==> src/rtl/lsb_first_bit_packer_macros.svh <==
// Assertion macros shared by the bit packer modules.
`ifndef LSB_FIRST_BIT_PACKER_MACROS_SVH
`define LSB_FIRST_BIT_PACKER_MACROS_SVH

// Checks a condition at every clock edge outside reset.
`define LBP_ASSERT(label, cond) \
  label: assert property (@(posedge clk) disable iff (rst) (cond)) \
    else $error("lsb_first_bit_packer: invariant check failed");

// Checks that a condition in one cycle implies another in the same cycle.
`define LBP_ASSERT_IMP(label, ante, cons) \
  label: assert property (@(posedge clk) disable iff (rst) (ante) |-> (cons)) \
    else $error("lsb_first_bit_packer: implication check failed");

// Checks that a condition in one cycle implies another in the next cycle.
`define LBP_ASSERT_NEXT(label, ante, cons) \
  label: assert property (@(posedge clk) disable iff (rst) (ante) |=> (cons)) \
    else $error("lsb_first_bit_packer: next-cycle check failed");

`endif

==> src/rtl/lbp_pkg.sv <==
// Types and constants shared by the bit packer modules.
package lbp_pkg;

  localparam int MAX_FIELD_BITS = 16;
  localparam int VALUE_BITS     = 16;
  localparam int WIDTH_BITS     = 5;
  localparam int BYTE_BITS      = 8;
  localparam int PART_BITS      = BYTE_BITS - 1;
  localparam int CNT_BITS       = 3;
  localparam int ACC_BITS       = VALUE_BITS + PART_BITS;
  localparam int TOTAL_BITS     = 5;
  localparam int WIDTH_LIMIT    = (MAX_FIELD_BITS < VALUE_BITS) ? MAX_FIELD_BITS : VALUE_BITS;
  localparam int JOBQ_DEPTH     = 2;
  localparam int JOBQ_PTR_BITS  = 1;
  localparam int JOBQ_CNT_BITS  = 2;

  localparam logic [1:0] OP_PACK  = 2'd0;
  localparam logic [1:0] OP_FLUSH = 2'd1;
  localparam logic [1:0] OP_CLEAR = 2'd2;

  typedef struct packed {
    logic [1:0]            op;
    logic [VALUE_BITS-1:0] field_value;
    logic [WIDTH_BITS-1:0] field_width;
  } in_t;

  typedef struct packed {
    logic [BYTE_BITS-1:0] packed_byte;
    logic                 last_of_run;
  } out_t;

  // Bytes produced by one input item; byte1 is used only when two is set.
  typedef struct packed {
    logic [BYTE_BITS-1:0] byte0;
    logic [BYTE_BITS-1:0] byte1;
    logic                 two;
  } job_t;

  typedef struct packed {
    logic full;
    logic empty;
  } qstat_t;

endpackage

==> src/rtl/lbp_front.sv <==
// Front end: accepts items, updates the pending bits and forms byte jobs.
`include "lsb_first_bit_packer_macros.svh"

module lbp_front (
  input  logic          clk,
  input  logic          rst,
  input  logic          accept,
  input  lbp_pkg::in_t  item,
  output logic          job_push,
  output lbp_pkg::job_t job
);

  localparam logic [lbp_pkg::WIDTH_BITS-1:0] LIMIT_W = lbp_pkg::WIDTH_BITS'(lbp_pkg::WIDTH_LIMIT);

  logic [lbp_pkg::PART_BITS-1:0]  partial;
  logic [lbp_pkg::PART_BITS-1:0]  partial_next;
  logic [lbp_pkg::CNT_BITS-1:0]   pend;
  logic [lbp_pkg::CNT_BITS-1:0]   pend_next;
  logic [lbp_pkg::WIDTH_BITS-1:0] w_sat;
  logic [lbp_pkg::VALUE_BITS:0]   mask;
  logic [lbp_pkg::VALUE_BITS-1:0] masked;
  logic [lbp_pkg::ACC_BITS-1:0]   acc;
  logic [lbp_pkg::TOTAL_BITS-1:0] total;
  logic [lbp_pkg::PART_BITS-1:0]  pack_partial;

  always_comb begin
    w_sat  = (item.field_width > LIMIT_W) ? LIMIT_W : item.field_width;
    mask   = ~({(lbp_pkg::VALUE_BITS+1){1'b1}} << w_sat);
    masked = item.field_value & mask[lbp_pkg::VALUE_BITS-1:0];
    acc    = {{lbp_pkg::VALUE_BITS{1'b0}}, partial}
           | ({{lbp_pkg::PART_BITS{1'b0}}, masked} << pend);
    total  = {{(lbp_pkg::TOTAL_BITS-lbp_pkg::CNT_BITS){1'b0}}, pend} + w_sat;
    // The number of whole bytes picks which slice of the accumulator stays pending.
    unique case (total[4:3])
      2'd0:    pack_partial = acc[6:0];
      2'd1:    pack_partial = acc[14:8];
      2'd2:    pack_partial = acc[22:16];
      default: pack_partial = acc[6:0];
    endcase
  end

  always_comb begin
    partial_next = partial;
    pend_next    = pend;
    job_push     = 1'b0;
    job.byte0    = acc[7:0];
    job.byte1    = acc[15:8];
    job.two      = total[4];
    unique case (item.op)
      lbp_pkg::OP_PACK: begin
        partial_next = pack_partial;
        pend_next    = total[2:0];
        job_push     = accept && (total[4:3] != 2'd0);
      end
      lbp_pkg::OP_FLUSH: begin
        partial_next = '0;
        pend_next    = '0;
        job.byte0    = {1'b0, partial};
        job.two      = 1'b0;
        job_push     = accept && (pend != '0);
      end
      lbp_pkg::OP_CLEAR: begin
        partial_next = '0;
        pend_next    = '0;
      end
      default: begin
      end
    endcase
  end

  always_ff @(posedge clk) begin
    if (rst) begin
      partial <= '0;
      pend    <= '0;
    end else if (accept) begin
      partial <= partial_next;
      pend    <= pend_next;
    end
  end

  // Bits at or above the pending count are always zero.
  `LBP_ASSERT(a_partial_clean, (partial >> pend) == '0)
  `LBP_ASSERT_NEXT(a_clear_empties, accept && (item.op == lbp_pkg::OP_CLEAR), pend == '0)

endmodule

==> src/rtl/lbp_jobq.sv <==
// Short queue of byte jobs between the front end and the output stage.
`include "lsb_first_bit_packer_macros.svh"

module lbp_jobq (
  input  logic            clk,
  input  logic            rst,
  input  logic            push,
  input  lbp_pkg::job_t   wr_job,
  input  logic            pop,
  output lbp_pkg::job_t   rd_job,
  output lbp_pkg::qstat_t stat
);

  lbp_pkg::job_t                   slots [lbp_pkg::JOBQ_DEPTH];
  logic [lbp_pkg::JOBQ_PTR_BITS-1:0] wr_ptr;
  logic [lbp_pkg::JOBQ_PTR_BITS-1:0] rd_ptr;
  logic [lbp_pkg::JOBQ_CNT_BITS-1:0] count;
  logic                              do_push;
  logic                              do_pop;

  assign stat.full  = (count == lbp_pkg::JOBQ_CNT_BITS'(lbp_pkg::JOBQ_DEPTH));
  assign stat.empty = (count == '0);
  assign do_push    = push && !stat.full;
  assign do_pop     = pop && !stat.empty;
  assign rd_job     = slots[rd_ptr];

  always_ff @(posedge clk) begin
    if (do_push) begin
      slots[wr_ptr] <= wr_job;
    end
  end

  always_ff @(posedge clk) begin
    if (rst) begin
      wr_ptr <= '0;
      rd_ptr <= '0;
      count  <= '0;
    end else begin
      if (do_push) begin
        wr_ptr <= wr_ptr + 1'b1;
      end
      if (do_pop) begin
        rd_ptr <= rd_ptr + 1'b1;
      end
      count <= count + {1'b0, do_push} - {1'b0, do_pop};
    end
  end

  `LBP_ASSERT(a_count_bound, count <= lbp_pkg::JOBQ_CNT_BITS'(lbp_pkg::JOBQ_DEPTH))

endmodule

==> src/rtl/lbp_back.sv <==
// Back end: streams the bytes of each job into the output register.
`include "lsb_first_bit_packer_macros.svh"

module lbp_back (
  input  logic            clk,
  input  logic            rst,
  input  lbp_pkg::job_t   head,
  input  lbp_pkg::qstat_t qstat,
  output logic            q_pop,
  input  logic            pop,
  output logic            empty,
  output lbp_pkg::out_t   result
);

  logic out_valid;
  logic idx;
  logic load;
  logic is_last;

  assign load    = !qstat.empty && (!out_valid || pop);
  assign is_last = idx || !head.two;
  assign q_pop   = load && is_last;
  assign empty   = !out_valid;

  always_ff @(posedge clk) begin
    if (rst) begin
      out_valid <= 1'b0;
      idx       <= 1'b0;
    end else begin
      if (load) begin
        out_valid <= 1'b1;
        idx       <= !is_last;
      end else if (pop) begin
        out_valid <= 1'b0;
      end
    end
  end

  always_ff @(posedge clk) begin
    if (load) begin
      result.packed_byte <= idx ? head.byte1 : head.byte0;
      result.last_of_run <= is_last;
    end
  end

  // The second byte of a job is only ever selected for a two-byte job.
  `LBP_ASSERT_IMP(a_second_byte, idx, !qstat.empty && head.two)

endmodule

==> src/rtl/lsb_first_bit_packer.sv <==
// Top level of the LSB-first bit packer.
//
//   channel | direction | handshake          | payload
//   --------+-----------+--------------------+---------------------------------------
//   item    | in        | push / full        | op, field_value, field_width
//   result  | out       | pop / empty        | packed_byte, last_of_run
//
// An item is taken whenever push is high and full is low; its bytes reach the output
// register one per cycle while the receiver keeps popping.
// Sustained intake is one item per cycle for items giving at most one byte, while the
// receiver keeps popping; for items giving two, the output register sets a lower limit.
// A two-entry job queue decouples intake from output stalls; full rises when it fills.
// Reset is synchronous and clears the pending bits, the queue and the output valid flag.

module lsb_first_bit_packer (
  input  logic          clk,
  input  logic          rst,
  input  logic          push,
  output logic          full,
  input  lbp_pkg::in_t  item,
  output logic          empty,
  input  logic          pop,
  output lbp_pkg::out_t result
);

  logic            accept;
  logic            job_push;
  logic            q_pop;
  lbp_pkg::job_t   new_job;
  lbp_pkg::job_t   head_job;
  lbp_pkg::qstat_t qstat;

  assign full   = qstat.full;
  assign accept = push && !qstat.full;

  lbp_front u_front (
    .clk      (clk),
    .rst      (rst),
    .accept   (accept),
    .item     (item),
    .job_push (job_push),
    .job      (new_job)
  );

  lbp_jobq u_jobq (
    .clk    (clk),
    .rst    (rst),
    .push   (job_push),
    .wr_job (new_job),
    .pop    (q_pop),
    .rd_job (head_job),
    .stat   (qstat)
  );

  lbp_back u_back (
    .clk    (clk),
    .rst    (rst),
    .head   (head_job),
    .qstat  (qstat),
    .q_pop  (q_pop),
    .pop    (pop),
    .empty  (empty),
    .result (result)
  );

endmodule

==> config.mk <==
export PLATFORM = sky130hd
export DESIGN_NAME = lsb_first_bit_packer
export DESIGN_NICKNAME = d
export VERILOG_FILES = /design/src/rtl/lbp_pkg.sv /design/src/rtl/lbp_front.sv /design/src/rtl/lbp_jobq.sv /design/src/rtl/lbp_back.sv /design/src/rtl/lsb_first_bit_packer.sv
export VERILOG_INCLUDE_DIRS = /design/src /design/src/rtl
export SDC_FILE = /design/constraint.sdc
export NUM_CORES = 1
export LEC_CHECK = 0
export ABC_AREA = 1
export BUFFER_PORTS_ARGS = -buffer_cell sky130_fd_sc_hd__buf_4
export CAP_MARGIN = 25
export CORE_UTILIZATION = 30
export DETAILED_ROUTE_END_ITERATION = 6
export HOLD_SLACK_MARGIN = 0.05
export MAX_ROUTING_LAYER = met4
export PLACE_DENSITY = 0.48
export SYNTH_ARGS = -nofsm -noshare
export SYNTH_HDL_FRONTEND = slang
export SYNTH_SLANG_ARGS = --single-unit
==> constraint.sdc <==
create_clock -name clk -period 4.8 [get_ports clk]
set_clock_uncertainty 0.05 [all_clocks]
set_input_delay 0.48 -clock clk [delete_from_list [all_inputs] [get_ports clk]]
set_output_delay 0.48 -clock clk [all_outputs]
set_load 0.05 [all_outputs]
==> summary.md <==
| Metric | Value |
|---|---|
| RD Place Congestion | `0.873` |
| R2R Setup Slk | `between 1.5 and 2 ns` |
| TritonCTS clock tree | `done` |
| Gr usage total | `between 10% and 20%` |
| F_max | `~310 MHz` |
| DIE WIDTH | `111 um` |
| Non-Filler Instances | `630` |
| Die Y | `between 100 and 150 um` |
| Hold depth | `2` |
| PwrDens | `roughly 440 nW/um^2` |
| Worst rel slew slack | `around 59%` |
| Flop pwr share | `about 37%` |
| Full die area | `approximately 12000 um^2` |
| Routed Wire Length | `8960 um` |
| WP data required | `roughly 4.7 ns` |
| Share of the synthesized area in the top cell type | `a little over a third` |
| Sequential-to-total area share from yosys stat | `about 46%` |
| Fraction of layout cells with a size suffix above 1 | `between 15 and 20%` |
| Post-synth top flop | `edfxtp_1` |
| Total CTS buffers | `9` |
| Clock Path Buffers | `2` |
| Hold-fix buffers, CTS | `0` |
| Most common cell in the netlist | `nand3_1` |
| Setup TNS | `0 ns` |
| Adder-cell area share of the yosys netlist | `about 4.4%` |
| Worst Hold Launch | `rst` |
| WP data arrival | `roughly 3.1 ns` |
| Crit-path most repeated cell | `nor2_1` |
| Setup bufs post-CTS | `0` |
| Final Hold Viols | `0` |
| Yosys warning count | `0` |
| CP max stage cell | `fa_1` |
| Via Count | `a little over 3k` |
| Clk root buf | `clkbuf_16` |
| Overflow after GRT | `0` |
| P_leak | `1.79 nW` |
| Post-DRT Antenna Nets | `0` |
| CTS Sinks | `60` |
| Post-synthesis compound-gate area fraction | `about a tenth` |
| Worst Hold Class | `in2reg` |
| Period utilization | `66.6%` |
| Vias/cell | `4.89` |
| Row count | `39` |
| Detailed Place HPWL | `around 7000 um` |
| Post-DP Area | `3970 um^2` |
| Netlist cell types | `35` |
| Switching fraction of total power | `between 30% and 40%` |
| Worst hold endpoint | `u_front.partial[5]` |
| P_int | `1.27 mW` |
| Worst path max stage delay | `0.39 ns` |
| Placed cells | `between 600 and 700` |
| N_diodes | `0` |
| Setup Slack @ Placement | `between 1 and 1.5 ns` |
| WS Path Type | `in2reg` |
| Xor-xnor portion of the synthesized cell area | `0.738%` |
| CP Launch Type | `primary input` |
| Synth Register Bits | `60` |
| CP max FO | `17` |
| Worst slew pin tran | `slightly above 0.6 ns` |
| Worst Reg2Reg Path Length in Cells | `13` |
| Violated checks | `DRC` |
| Syn Std Cell Area | `3560 um^2` |
| Syn Nets | `approximately 490` |
| Post-layout instance area | `~4300 um^2` |
| First DRT Iteration DRCs | `160` |
| Port-buffer cells | `37` |
| Simple-Gate Fraction of Synth Area | `30.4%` |
| First-pass GRT wire length | `approximately 15000 um` |
| First-pass DRT Iterations | `7` |
| Mux share of post-synthesis cell area | `0%` |
| Largest cells by area after synthesis | `edfxtp_1, nand3_1, dfxtp_1, nand2_1, inv_1` |
| # DRC | `4` |
| Clk Latency, worst-skew pair | `0.32 ns` |
| Switch Pwr | `0.609 mW` |
| Largest net degree at the start of global routing | `23` |
| Fin nets | `between 500 and 600` |
| Clock transition at the registers of the reported paths | `approximately 0.050 ns` |
| CP cell instances | `buf_4 > nor2_1 > a21oi_1 > nor2_1 > ha_1 > inv_1 > fa_1 > nor2_1 > inv_1 > a31oi_1 > inv_1 > ha_1 > o21ai_0 > nand3_1 > nor2_1 > buf_4` |
| Finished Core Util | `a little under two fifths` |
| Comb pwr share | `28.0%` |
| Post-Syn Area per Cell | `~8 um^2` |
| Per-cell routed wire length | `14.2 um` |
| RSZ-0062 raised after global routing | `false` |
| Crit path time final | `3.20 ns` |
| Max-slew violations | `0` |
| Status | `finished, violations left` |
| Post-cts resize count | `0` |
| Post-synth EDFFs | `43` |
| IO Pins | `38` |
| Worst R2R Start | `u_front.pend[1]` |
| Area leader, netlist | `edfxtp_1` |
| Area delta synth->final | `20.1%` |
| Syn Inst Count | `448` |
| Peak VDD IR | `0.171 mV` |
| Clock share of power | `a little over a third` |
| Setup crit end kind | `register` |
| Final number of setup-violating endpoints | `0` |
| CTS H-tree depth | `3` |
| Max cap viols | `0` |
| Final WS setup | `1.60 ns` |
| Core Box Area | `~12000 um^2` |
| Initial antenna violation count | `0` |
| R2r endpoint | `u_jobq.slots[0][2]` |
| Post-synth ARST share | `0%` |
| Number of global-route vias before repair | `3018` |
| Largest family of logic cells by synthesized area | `simple AND/OR/NAND/NOR gates` |
| Initial Util | `a little under a third` |
| Most common library cells after synthesis | `nand3_1, nand2_1, inv_1` |
-- power groups by stage --
| stage | Clock (mW) | Sequential (mW) | Combinational [mW] |
|---|---|---|---|
| 5_1_grt | 0.700 | 0.698 | 0.584 |
| 3_5_place_dp | 0 | 0.701 | 0.530 |
| 6_report | 0.660 | 0.690 | 0.524 |
| 4_1_cts | 0.670 | 0.691 | 0.531 |
| 3_3_place_gp | 0 | 0.700 | 0.525 |
| 2_1_floorplan | 0 | 0.767 | 0.295 |
-- worst max path at each step --
stage / from / end / slack [ns] / cells past startpoint
floorplan: item[4] / u_jobq.slots[0][0] / 1.28 / 15
global placement: item[0] / u_jobq.slots[1][6] / 1.37 / 16
detailed placement: item[0] / u_jobq.slots[0][6] / 1.26 / 16
CTS: item[0] / u_jobq.slots[0][14] / 1.60 / 16
global route: item[0] / u_jobq.count[1] / 1.35 / 19
finish: item[0] / u_jobq.slots[0][2] / 1.60 / 16
-- state kept, by name (all words and copies together) (netlist names), named ones only --
name and flops:
u_jobq.count 2, u_back.result 9, u_jobq.rd_ptr 1, u_back.out_valid 1, u_jobq.wr_ptr 1, u_front.partial 7, u_front.pend 3, u_back.idx 1
u_jobq.slots 34
-- worst max-delay path, delay by kind of cell --
kind | cells | cell delay, ns
adders and majority gates | 3 | 0.75
buffers and inverters | 5 | 0.62
and+or+nand+nor | 5 | 0.78
AOI/OAI and AO/OA | 3 | 0.52
-- stage by stage --
stage	hold slack (ns)	power, mW
4_1_cts	0.390	1.89
5_1_grt	0.398	1.98
2_1_floorplan	0.372	1.06
3_5_place_dp	0.401	1.23
3_3_place_gp	0.392	1.23
6_report	0.392	1.87
-- cell type report --
class,instances,area (um^2)
clock buffer,11,233
clock inverter,5,76.3
fill,1241,7240
inverter,56,213
multi-input combinational,312,1620
sequential,60,1630
tap,143,179
timing repair buffer,43,323
-- placed cells by master (no fill, tap or decap), types with 2 or more instances in the layout --
cell / n
clkbuf_16: 9
nor2_4: 2
edfxtp_1: 43
nand3_1: 86
clkbuf_1: 2
nor2_1: 44
nand4_1: 10
ha_1: 11
buf_4: 43
nand3_2: 3
dfxtp_1: 17
xor2_1: 3
nor2_2: 7
a31oi_1: 3
clkinv_1: 2
o22ai_1: 9
inv_1: 52
nand2_1: 73
o21ai_0: 24
bufinv_16: 2
a21oi_1: 17
inv_2: 2
and2_1: 5
a22oi_1: 2
o21bai_1: 2
o21ai_1: 4
-- metal layers --
layer	vias to the layer above	track usage [%]	part of all wire, %
met3	9	3.01	3.1
met1	1427	20.1	48
met2	63	25.9	48
met4	0	4.20	1.6
li1	1583	-	-
met5	-	-	0
-- kinds of logic after synthesis --
group,count (synthesis)
simple gates,233
xor+xnor,3
buf+inv,76
fa+ha+maj,12
flops,60
compound gates,64
Power figures use the tool's default switching activity.
